===== src/design/ssa_pkg.sv =====
// shared types and constants for the searchable stack with average
`timescale 1ns / 1ps

package ssa_pkg;

   // field widths of the request and response items
   localparam int TYPE_W   = 2;
   localparam int DATA_W   = 32;
   localparam int STATUS_W = 2;
   localparam int POS_W    = 6;
   localparam int COUNT_W  = 7;

   // request codes
   localparam logic [TYPE_W-1:0] REQ_PUSH   = 2'd0;
   localparam logic [TYPE_W-1:0] REQ_POP    = 2'd1;
   localparam logic [TYPE_W-1:0] REQ_SEARCH = 2'd2;

   // response status codes
   localparam logic [STATUS_W-1:0] STAT_OK        = 2'd0;
   localparam logic [STATUS_W-1:0] STAT_EMPTY     = 2'd1;
   localparam logic [STATUS_W-1:0] STAT_NOT_FOUND = 2'd2;
   localparam logic [STATUS_W-1:0] STAT_FULL      = 2'd3;

   typedef enum logic [2:0] {
      S_IDLE,
      S_POP,
      S_SEARCH,
      S_AVG_GO,
      S_AVG,
      S_OUT
   } ssa_state_type;

   // controller to datapath
   typedef struct packed {
      logic accept;
      logic pop;
      logic srch_step;
      logic div_start;
      logic load_rsp;
   } ssa_cmd_type;

   // datapath to controller
   typedef struct packed {
      logic empty;
      logic srch_done;
      logic div_done;
      logic out_free;
   } ssa_stat_type;

endpackage


===== src/design/searchable_stack_with_average_unit.sv =====
// top level of the searchable stack with running average
`timescale 1ns / 1ps

// a bounded lifo of DEPTH signed 32-bit values; each item is a push, a pop or a
// search (code 3 is taken and answered with ok and no change), and each gives
// exactly one response item carrying a status, the popped value, the distance
// from the top of the nearest match, the entry count after the item and the
// average of the held values truncated toward zero (0 when empty). items are
// handled one at a time: req_stall is low only while the unit is idle, and a
// response held in the output register does not keep the next item out. a
// push, a pop on an empty stack or an unused code goes straight to the average,
// computed by the bit-serial divider, one quotient bit a cycle, and then to the
// output register. a pop that removes an entry first reads the stack top in a
// state of its own. a search first walks the stack: the single-port stack memory
// delivers one entry a cycle, top first, and the walk stops at the first match.
// the unit is idle again in the cycle after the response is loaded; a response
// not yet taken from the output register holds the following response back
// until it goes. the stack memory needs no clearing: only entries below the
// fill count are ever read
module searchable_stack_with_average_unit #(
   parameter int DEPTH = 64
) (
   input  logic                                 clock,
   input  logic                                 reset,
   input  logic                                 req_valid,
   output logic                                 req_stall,
   input  logic [ssa_pkg::TYPE_W-1:0]           req_type,
   input  logic signed [ssa_pkg::DATA_W-1:0]    req_value,
   output logic                                 rsp_valid,
   input  logic                                 rsp_stall,
   output logic [ssa_pkg::STATUS_W-1:0]         rsp_status,
   output logic signed [ssa_pkg::DATA_W-1:0]    rsp_data,
   output logic [ssa_pkg::POS_W-1:0]            rsp_match_pos,
   output logic [ssa_pkg::COUNT_W-1:0]          rsp_entry_count,
   output logic signed [ssa_pkg::DATA_W-1:0]    rsp_average
);

   // count holds 0 to DEPTH, address 0 to DEPTH-1
   localparam int CNT_W = $clog2(DEPTH + 1);
   localparam int AW    = (DEPTH > 1) ? $clog2(DEPTH) : 1;
   // sum of DEPTH 32-bit values with room for the sign
   localparam int SUM_W = 33 + CNT_W;

   ssa_pkg::ssa_cmd_type  cmd;
   ssa_pkg::ssa_stat_type stat;

   ssa_ctrl u_ctrl (
      .clock     (clock),
      .reset     (reset),
      .req_valid (req_valid),
      .req_type  (req_type),
      .req_stall (req_stall),
      .stat      (stat),
      .cmd       (cmd)
   );

   ssa_datapath #(
      .DEPTH (DEPTH),
      .CNT_W (CNT_W),
      .AW    (AW),
      .SUM_W (SUM_W)
   ) u_datapath (
      .clock           (clock),
      .reset           (reset),
      .cmd             (cmd),
      .stat            (stat),
      .req_type        (req_type),
      .req_value       (req_value),
      .rsp_valid       (rsp_valid),
      .rsp_stall       (rsp_stall),
      .rsp_status      (rsp_status),
      .rsp_data        (rsp_data),
      .rsp_match_pos   (rsp_match_pos),
      .rsp_entry_count (rsp_entry_count),
      .rsp_average     (rsp_average)
   );

endmodule


===== src/design/ssa_div.sv =====
// bit-serial signed divider for the running average, one quotient bit a cycle
`timescale 1ns / 1ps

module ssa_div #(
   parameter int SUM_W = 40,
   parameter int CNT_W = 7
) (
   input  logic                        clock,
   input  logic                        reset,
   input  logic                        start,
   input  logic signed [SUM_W-1:0]     dividend,
   input  logic        [CNT_W-1:0]     divisor,
   output logic                        done,
   output logic [ssa_pkg::DATA_W-1:0]  quotient
);

   localparam int SC_W = $clog2(SUM_W + 1);
   localparam logic [SC_W-1:0] LAST_STEP = SC_W'(SUM_W - 1);

   logic                        busy_ff, busy_in;
   logic                        done_ff, done_in;
   logic [SC_W-1:0]             step_ff, step_in;
   logic [SUM_W-1:0]            acc_ff, acc_in;
   logic [CNT_W-1:0]            rem_ff, rem_in;
   logic [CNT_W-1:0]            div_ff, div_in;
   logic                        neg_ff, neg_in;
   logic                        zero_ff, zero_in;
   logic [ssa_pkg::DATA_W-1:0]  quot_ff, quot_in;

   logic [CNT_W:0]              rem_sh;
   logic [CNT_W:0]              rem_sub;
   logic                        ge;
   logic [SUM_W-1:0]            acc_next;
   logic [SUM_W-1:0]            mag;
   logic [ssa_pkg::DATA_W-1:0]  q_mag;

   always_comb begin
      mag      = dividend[SUM_W-1] ? SUM_W'(-dividend) : SUM_W'(dividend);
      rem_sh   = {rem_ff, acc_ff[SUM_W-1]};
      ge       = rem_sh >= {1'b0, div_ff};
      rem_sub  = rem_sh - {1'b0, div_ff};
      acc_next = {acc_ff[SUM_W-2:0], ge};
      q_mag    = acc_next[ssa_pkg::DATA_W-1:0];

      busy_in = busy_ff;
      done_in = 1'b0;
      step_in = step_ff;
      acc_in  = acc_ff;
      rem_in  = rem_ff;
      div_in  = div_ff;
      neg_in  = neg_ff;
      zero_in = zero_ff;
      quot_in = quot_ff;

      if (start) begin
         busy_in = 1'b1;
         step_in = '0;
         acc_in  = mag;
         rem_in  = '0;
         div_in  = divisor;
         neg_in  = dividend[SUM_W-1];
         zero_in = divisor == '0;
      end else if (busy_ff) begin
         acc_in  = acc_next;
         rem_in  = ge ? rem_sub[CNT_W-1:0] : rem_sh[CNT_W-1:0];
         step_in = step_ff + SC_W'(1);
         if (step_ff == LAST_STEP) begin
            busy_in = 1'b0;
            done_in = 1'b1;
            // truncation toward zero: divide magnitudes, then restore the sign
            if (zero_ff) begin
               quot_in = '0;
            end else if (neg_ff) begin
               quot_in = -q_mag;
            end else begin
               quot_in = q_mag;
            end
         end
      end
   end

   always_ff @(posedge clock) begin
      if (reset) begin
         busy_ff <= 1'b0;
         done_ff <= 1'b0;
      end else begin
         busy_ff <= busy_in;
         done_ff <= done_in;
      end
   end

   always_ff @(posedge clock) begin
      step_ff <= step_in;
      acc_ff  <= acc_in;
      rem_ff  <= rem_in;
      div_ff  <= div_in;
      neg_ff  <= neg_in;
      zero_ff <= zero_in;
      quot_ff <= quot_in;
   end

   assign done     = done_ff;
   assign quotient = quot_ff;

   a_no_restart: assert property (@(posedge clock) disable iff (reset)
      start |-> !busy_ff)
      else $error("divider restarted while busy");

endmodule


===== src/design/ssa_datapath.sv =====
// stack memory, fill count, running sum, search pipeline and response register
`timescale 1ns / 1ps

module ssa_datapath #(
   parameter int DEPTH = 64,
   parameter int CNT_W = 7,
   parameter int AW    = 6,
   parameter int SUM_W = 40
) (
   input  logic                                 clock,
   input  logic                                 reset,
   input  ssa_pkg::ssa_cmd_type                 cmd,
   output ssa_pkg::ssa_stat_type                stat,
   input  logic [ssa_pkg::TYPE_W-1:0]           req_type,
   input  logic signed [ssa_pkg::DATA_W-1:0]    req_value,
   output logic                                 rsp_valid,
   input  logic                                 rsp_stall,
   output logic [ssa_pkg::STATUS_W-1:0]         rsp_status,
   output logic signed [ssa_pkg::DATA_W-1:0]    rsp_data,
   output logic [ssa_pkg::POS_W-1:0]            rsp_match_pos,
   output logic [ssa_pkg::COUNT_W-1:0]          rsp_entry_count,
   output logic signed [ssa_pkg::DATA_W-1:0]    rsp_average
);

   localparam logic [CNT_W-1:0] FULL_COUNT = CNT_W'(DEPTH);

   logic [ssa_pkg::DATA_W-1:0]     mem [DEPTH];
   logic [ssa_pkg::DATA_W-1:0]     rd_data_ff;

   logic [CNT_W-1:0]               fill_ff, fill_in;
   logic signed [SUM_W-1:0]        sum_ff, sum_in;
   logic [ssa_pkg::DATA_W-1:0]     key_ff, key_in;
   logic [CNT_W-1:0]               k_ff, k_in;
   logic                           cmp_vld_ff, cmp_vld_in;
   logic [CNT_W-1:0]               cmp_k_ff, cmp_k_in;
   logic [ssa_pkg::STATUS_W-1:0]   status_ff, status_in;
   logic [ssa_pkg::DATA_W-1:0]     data_ff, data_in;
   logic [CNT_W-1:0]               pos_ff, pos_in;

   logic                           rsp_valid_ff, rsp_valid_in;
   logic [ssa_pkg::STATUS_W-1:0]   rsp_status_ff, rsp_status_in;
   logic [ssa_pkg::DATA_W-1:0]     rsp_data_ff, rsp_data_in;
   logic [ssa_pkg::POS_W-1:0]      rsp_pos_ff, rsp_pos_in;
   logic [ssa_pkg::COUNT_W-1:0]    rsp_count_ff, rsp_count_in;
   logic [ssa_pkg::DATA_W-1:0]     rsp_avg_ff, rsp_avg_in;

   logic                           full;
   logic                           empty;
   logic                           wr_en;
   logic                           rd_en;
   logic [CNT_W-1:0]               k_sel;
   logic [CNT_W-1:0]               rd_ptr;
   logic                           srch_issue;
   logic                           hit;
   logic                           div_done;
   logic [ssa_pkg::DATA_W-1:0]     quotient;
   logic [CNT_W+ssa_pkg::POS_W-1:0]   pos_ext;
   logic [CNT_W+ssa_pkg::COUNT_W-1:0] cnt_ext;

   assign full  = fill_ff == FULL_COUNT;
   assign empty = fill_ff == '0;

   // push writes at the fill point, pop and search read below it
   assign wr_en      = cmd.accept && req_type == ssa_pkg::REQ_PUSH && !full;
   assign srch_issue = cmd.srch_step && (k_ff < fill_ff);
   assign rd_en      = (cmd.accept && req_type == ssa_pkg::REQ_POP && !empty) || srch_issue;
   assign k_sel      = cmd.accept ? '0 : k_ff;
   assign rd_ptr     = fill_ff - CNT_W'(1) - k_sel;
   assign hit        = cmd.srch_step && cmp_vld_ff && (rd_data_ff == key_ff);

   always_ff @(posedge clock) begin
      if (wr_en) begin
         mem[fill_ff[AW-1:0]] <= req_value;
      end
      if (rd_en) begin
         rd_data_ff <= mem[rd_ptr[AW-1:0]];
      end
   end

   ssa_div #(
      .SUM_W (SUM_W),
      .CNT_W (CNT_W)
   ) u_div (
      .clock    (clock),
      .reset    (reset),
      .start    (cmd.div_start),
      .dividend (sum_ff),
      .divisor  (fill_ff),
      .done     (div_done),
      .quotient (quotient)
   );

   assign pos_ext = {{ssa_pkg::POS_W{1'b0}}, pos_ff};
   assign cnt_ext = {{ssa_pkg::COUNT_W{1'b0}}, fill_ff};

   always_comb begin
      fill_in    = fill_ff;
      sum_in     = sum_ff;
      key_in     = key_ff;
      k_in       = k_ff;
      cmp_vld_in = cmp_vld_ff;
      cmp_k_in   = cmp_k_ff;
      status_in  = status_ff;
      data_in    = data_ff;
      pos_in     = pos_ff;

      if (cmd.accept) begin
         key_in     = req_value;
         k_in       = '0;
         cmp_vld_in = 1'b0;
         data_in    = '0;
         pos_in     = '0;
         status_in  = ssa_pkg::STAT_OK;
         case (req_type)
            ssa_pkg::REQ_PUSH: begin
               if (full) begin
                  status_in = ssa_pkg::STAT_FULL;
               end else begin
                  fill_in = fill_ff + CNT_W'(1);
                  sum_in  = sum_ff + SUM_W'(req_value);
               end
            end
            ssa_pkg::REQ_POP: begin
               if (empty) begin
                  status_in = ssa_pkg::STAT_EMPTY;
               end
            end
            ssa_pkg::REQ_SEARCH: begin
               status_in = ssa_pkg::STAT_NOT_FOUND;
            end
            default: begin
               status_in = ssa_pkg::STAT_OK;
            end
         endcase
      end else if (cmd.pop) begin
         fill_in = fill_ff - CNT_W'(1);
         sum_in  = sum_ff - SUM_W'($signed(rd_data_ff));
         data_in = rd_data_ff;
      end else if (cmd.srch_step) begin
         // read one entry a cycle, compare it the cycle after
         cmp_vld_in = srch_issue;
         cmp_k_in   = k_ff;
         if (srch_issue) begin
            k_in = k_ff + CNT_W'(1);
         end
         if (hit) begin
            status_in = ssa_pkg::STAT_OK;
            pos_in    = cmp_k_ff;
         end
      end
   end

   always_comb begin
      rsp_valid_in  = rsp_valid_ff;
      rsp_status_in = rsp_status_ff;
      rsp_data_in   = rsp_data_ff;
      rsp_pos_in    = rsp_pos_ff;
      rsp_count_in  = rsp_count_ff;
      rsp_avg_in    = rsp_avg_ff;
      if (cmd.load_rsp) begin
         rsp_valid_in  = 1'b1;
         rsp_status_in = status_ff;
         rsp_data_in   = data_ff;
         rsp_pos_in    = pos_ext[ssa_pkg::POS_W-1:0];
         rsp_count_in  = cnt_ext[ssa_pkg::COUNT_W-1:0];
         rsp_avg_in    = quotient;
      end else if (rsp_valid_ff && !rsp_stall) begin
         rsp_valid_in = 1'b0;
      end
   end

   always_ff @(posedge clock) begin
      if (reset) begin
         fill_ff      <= '0;
         sum_ff       <= '0;
         cmp_vld_ff   <= 1'b0;
         rsp_valid_ff <= 1'b0;
      end else begin
         fill_ff      <= fill_in;
         sum_ff       <= sum_in;
         cmp_vld_ff   <= cmp_vld_in;
         rsp_valid_ff <= rsp_valid_in;
      end
   end

   always_ff @(posedge clock) begin
      key_ff        <= key_in;
      k_ff          <= k_in;
      cmp_k_ff      <= cmp_k_in;
      status_ff     <= status_in;
      data_ff       <= data_in;
      pos_ff        <= pos_in;
      rsp_status_ff <= rsp_status_in;
      rsp_data_ff   <= rsp_data_in;
      rsp_pos_ff    <= rsp_pos_in;
      rsp_count_ff  <= rsp_count_in;
      rsp_avg_ff    <= rsp_avg_in;
   end

   assign stat.empty     = empty;
   assign stat.srch_done = hit || (!cmp_vld_ff && (k_ff == fill_ff));
   assign stat.div_done  = div_done;
   assign stat.out_free  = !rsp_valid_ff || !rsp_stall;

   assign rsp_valid       = rsp_valid_ff;
   assign rsp_status      = rsp_status_ff;
   assign rsp_data        = rsp_data_ff;
   assign rsp_match_pos   = rsp_pos_ff;
   assign rsp_entry_count = rsp_count_ff;
   assign rsp_average     = rsp_avg_ff;

   a_fill_bound: assert property (@(posedge clock) disable iff (reset)
      fill_ff <= FULL_COUNT)
      else $error("fill count beyond depth");

   a_empty_sum: assert property (@(posedge clock) disable iff (reset)
      empty |-> sum_ff == '0)
      else $error("running sum nonzero on empty stack");

   a_load_free: assert property (@(posedge clock) disable iff (reset)
      cmd.load_rsp |-> stat.out_free)
      else $error("response overwritten before it was taken");

endmodule


===== src/design/ssa_ctrl.sv =====
// controller state machine sequencing push, pop, search and the average
`timescale 1ns / 1ps

module ssa_ctrl (
   input  logic                          clock,
   input  logic                          reset,
   input  logic                          req_valid,
   input  logic [ssa_pkg::TYPE_W-1:0]    req_type,
   output logic                          req_stall,
   input  ssa_pkg::ssa_stat_type         stat,
   output ssa_pkg::ssa_cmd_type          cmd
);

   ssa_pkg::ssa_state_type state_ff, state_in;

   always_ff @(posedge clock) begin
      if (reset) begin
         state_ff <= ssa_pkg::S_IDLE;
      end else begin
         state_ff <= state_in;
      end
   end

   always_comb begin
      state_in  = state_ff;
      cmd       = '0;
      req_stall = 1'b1;
      case (state_ff)
         ssa_pkg::S_IDLE: begin
            req_stall = 1'b0;
            if (req_valid) begin
               cmd.accept = 1'b1;
               case (req_type)
                  ssa_pkg::REQ_POP: begin
                     state_in = stat.empty ? ssa_pkg::S_AVG_GO : ssa_pkg::S_POP;
                  end
                  ssa_pkg::REQ_SEARCH: begin
                     state_in = ssa_pkg::S_SEARCH;
                  end
                  default: begin
                     state_in = ssa_pkg::S_AVG_GO;
                  end
               endcase
            end
         end
         ssa_pkg::S_POP: begin
            cmd.pop  = 1'b1;
            state_in = ssa_pkg::S_AVG_GO;
         end
         ssa_pkg::S_SEARCH: begin
            cmd.srch_step = 1'b1;
            if (stat.srch_done) begin
               state_in = ssa_pkg::S_AVG_GO;
            end
         end
         ssa_pkg::S_AVG_GO: begin
            cmd.div_start = 1'b1;
            state_in      = ssa_pkg::S_AVG;
         end
         ssa_pkg::S_AVG: begin
            if (stat.div_done) begin
               state_in = ssa_pkg::S_OUT;
            end
         end
         ssa_pkg::S_OUT: begin
            if (stat.out_free) begin
               cmd.load_rsp = 1'b1;
               state_in     = ssa_pkg::S_IDLE;
            end
         end
         default: begin
            state_in = ssa_pkg::S_IDLE;
         end
      endcase
   end

   a_busy_after_accept: assert property (@(posedge clock) disable iff (reset)
      (req_valid && !req_stall) |=> req_stall)
      else $error("second item taken before the first finished");

   a_div_before_out: assert property (@(posedge clock) disable iff (reset)
      (state_ff == ssa_pkg::S_AVG && stat.div_done) |=> state_ff == ssa_pkg::S_OUT)
      else $error("average finished but no response stage");

endmodule

===== config.mk =====
export PLATFORM = sky130hd
export DESIGN_NAME = searchable_stack_with_average_unit
export DESIGN_NICKNAME = d
export VERILOG_FILES = /design/src/design/ssa_pkg.sv /design/src/design/searchable_stack_with_average_unit.sv /design/src/design/ssa_div.sv /design/src/design/ssa_datapath.sv /design/src/design/ssa_ctrl.sv
export SDC_FILE = /design/constraint.sdc
export NUM_CORES = 2
export LEC_CHECK = 0
export ABC_AREA = 0
export BUFFER_PORTS_ARGS = -buffer_cell sky130_fd_sc_hd__buf_2
export CAP_MARGIN = 20
export CORE_ASPECT_RATIO = 0.7
export CORE_MARGIN = 1.5
export CORE_UTILIZATION = 49
export DETAILED_ROUTE_END_ITERATION = 6
export SLEW_MARGIN = 20
export SYNTH_ARGS = -nofsm -noshare
export SYNTH_HDL_FRONTEND = slang
export SYNTH_HIERARCHICAL = 1
export SYNTH_SLANG_ARGS = --single-unit

===== constraint.sdc =====
create_clock -name clock -period 18.1 [get_ports clock]
set_input_delay 3.62 -clock clock [delete_from_list [all_inputs] [get_ports clock]]
set_output_delay 3.62 -clock clock [all_outputs]
set_load 0.02 [all_outputs]

==> run summary <==
=================================================================================
Run status ......................................................... complete, no violations
Gp weighted congestion .............................................        0.813
Unrepaired setup endpoints after global routing ....................        false
Count of filler cells inserted in the layout .......................       14,700
Sum of routed wire length over all layers ..........................       254 mm
Synth-to-Final Area Change .........................................        12.1%
Half-perimeter wire length after placement .........................       139 mm
Vias ...............................................................       48,700
Time the worst path needs with I/O delays and setup ................      8.79 ns
Synthesized netlist net count ......................................        4,881
Count of buffers inserted at the top-level ports ...................          118
Average vias per placed instance ...................................         6.24
Number of synthesized register bits ................................        2,392
Category of the critical setup timing path ......................... primary input to flop
Post-detailed-route DRC marker count ...............................            0
Maximum clock skew at final layout .................................    0.0625 ns
Startpoint of the lowest-slack register-to-register path ........... u_ctrl/state_ff[1]
Worst hold path startpoint ......................................... u_datapath/u_div/quotient[3]
First-pass GRT wire length .........................................       358 mm
Worst hold slack ...................................................     0.417 ns
Distinct cell type count of the synthesized netlist ................           79
Headroom to the max-slew limit .....................................        22.5%
Cell at the root of the clock tree .................................    clkbuf_16
Biggest area contributors in the synthesized netlist ............... edfxtp_1, mux4_2, dfxtp_1
Total routing usage reported by global routing .....................        25.5%
Max-Cap Viols ......................................................            0
Drt wl/cell ........................................................      32.5 µm
Initial drt markers ................................................        6,670
Floorplan Core Area ................................................  194,000 µm²
Remaining global-route overflow ....................................            0
Number of setup violations in the final report .....................            0
H-tree level count .................................................            4
Total CTS buffers ..................................................          228
Clock latency of the later-clocked register in the worst-skew pair .      0.88 ns
Portion of the post-synthesis area used by sequential elements .....        73.8%
Fraction of final layout cells sized beyond drive strength 1 .......        26.1%
Width of the die ...................................................       531 µm
Number of antenna violations at the first check in global routing ..           17
Most frequent cells in the layout .................................. edfxtp_1, mux4_2, clkbuf_16
Largest net degree at the start of global routing ..................          140
Die area ...........................................................  198,000 µm²
Vias in the first global route .....................................       46,900
Critical path, cell by cell ........................................ buf_2 -> and2_4 -> inv_1 -> nand2_1 -> inv_1 -> fa_4 -> buf_4 -> buf_4 -> mux4_2 -> mux4_2 -> nor2b_1 -> a211oi_1 -> a21oi_1
Hold_buf cts .......................................................            0
Transition time of the tightest slew-check pin .....................      1.16 ns
Post-CTS Setup Repair Bufs .........................................            0
DR pass1 iterations ................................................            5
Count of nets after finishing ......................................        5,128
Area share of the leading cell type in the synthesized netlist .....        71.5%
Mean instance size in the synthesized netlist ......................     20.1 µm²
Number of top-level pins ...........................................          119
Longest Clk Path Bufs ..............................................            4
Slowest library cell on the worst path .............................         fa_4
Setup slack of the worst register-to-register path .................     11.19 ns
Endpoint class of the critical path ................................         flop
Period Utilization, post-route .....................................        48.6%
Number of hold violations in the final report ......................            0
Std-Cell Rows ......................................................          135
Effective utilization at floorplan .................................        49.4%
Synthesized area ...................................................   95,800 µm²
Clock sink count ...................................................        2,392
Top FF cell, synth .................................................     edfxtp_1
Antenna Nets Post-Route ............................................            0
Worst-path clk slew ................................................      0.06 ns
Buf+Inv Stages, Crit Path ..........................................            5
Warnings from Yosys ................................................            6
Fin. max-slew vios .................................................            0
TritonCTS clock tree ...............................................          yes
Largest area contributor in the netlist ............................     edfxtp_1
Met3 capacity usage during global routing ..........................        6.30%
GR Util met1 .......................................................        39.4%
Setup crit start ...................................................    req_valid
Delay contributed by the slowest stage of the critical path ........      1.27 ns
GRT busiest layer ..................................................         met1
Maximum frequency from static timing analysis ......................    0.114 GHz
Number of instances in the synthesized netlist .....................        4,770
Most common library cell in the layout ignoring fill and taps ......     edfxtp_1
Final setup TNS ....................................................         0 ns
EDFF count, synth ..................................................        2,280
Cell family with most CP delay ..................................... buffers and inverters
Worst hold path type ............................................... flop to flop
Critical Path AT ...................................................      9.37 ns
Y dimension of the die .............................................       373 µm
Critical path peak fanout ..........................................           70
Required time reported for the critical path endpoint ..............     18.68 ns
Fraction of registers with async set/reset .........................           0%
Startpoint type of the worst setup path ............................ primary input
CTS resizes ........................................................            0
Global-route track usage on met2 ...................................        36.5%
=================================================================================
metal layers:
metal | part of all wire (%) | up-vias
met5 | 0.16 | -
met4 | 2.4 | 8
met3 | 11 | 345
met2 | 44 | 2397
met1 | 43 | 25900
li1 | - | 20100
path summary, 6_finish.rpt:
check | end | cells after the start
setup / recovery | u_datapath/rd_data_ff[20] | 13
hold / removal | u_datapath/rsp_average[3] | 0
setup reg to reg | u_datapath/rd_data_ff[20] | 13
hold reg to reg | u_datapath/rsp_average[3] | 0
cell families after synthesis:
kind of cell	share of synthesized area, %
muxes	16.1
buffers and inverters	1.26
AOI/OAI and AO/OA	2.81
DFF	73.8
adders and majority gates	0.977
and+or+nand+nor	3.49
xor gates and xnor gates	1.55
registers in the layout (all words and copies together), names as in the netlist, 2 cells and up:
signal / cells
u_datapath/rsp_match_pos: 6
u_datapath/cmp_k_ff: 6
u_datapath/rd_data_ff: 32
u_datapath/u_div/div_ff: 7
u_datapath/sum_ff: 40
u_datapath/status_ff: 2
u_datapath/rsp_status: 2
u_datapath/u_div/rem_ff: 7
u_datapath/rsp_average: 32
u_datapath/u_div/acc_ff: 40
u_ctrl/state_ff: 3
u_datapath/key_ff: 32
u_datapath/mem: 2048
u_datapath/k_ff: 7
u_datapath/rsp_data: 32
u_datapath/u_div/quotient: 32
u_datapath/u_div/step_ff: 6
u_datapath/pos_ff: 6
u_datapath/fill_ff: 7
u_datapath/rsp_entry_count: 7
u_datapath/data_ff: 32
cell usage after synthesis (60+ instances only):
library cell	count
mux4_2	640
ha_1	70
a21oi_1	151
edfxtp_1	2280
nand2_1	149
xor2_1	108
dfxtp_1	112
xnor2_1	60
o21ai_0	65
mux2i_1	78
clkbuf_1	164
nor2_1	265
buf_1	67
cell type report:
cell class | count | area [µm²] | area share, %
Clock inverter | 124 | 920 | 0.857
Multi-Input combinational cell | 2075 | 24400 | 22.7
Antenna cell | 4 | 10.0 | 0.00932
Clock buffer | 279 | 6030 | 5.62
Timing Repair Buffer | 266 | 1820 | 1.69
Inverter | 54 | 204 | 0.190
Sequential cell | 2392 | 70700 | 65.9
Tap cell | 2603 | 3260 | 3.03
per-stage QoR:
stage	setup slack [ns]	instance area, µm²	std cells	util [%]
2_1_floorplan	9.16	95800	4770	-
3_3_place_gp	8.44	100000	7390	51.8
3_5_place_dp	8.43	100000	7390	51.8
4_1_cts	9.36	107000	7793	55.4
5_1_grt	9.13	107000	7797	55.4
6_report	9.31	107000	7797	55.4
Power is left out: the tool's default activity adds up to more than one toggle a clock period on the data nets, which glitch-free logic cannot reach.
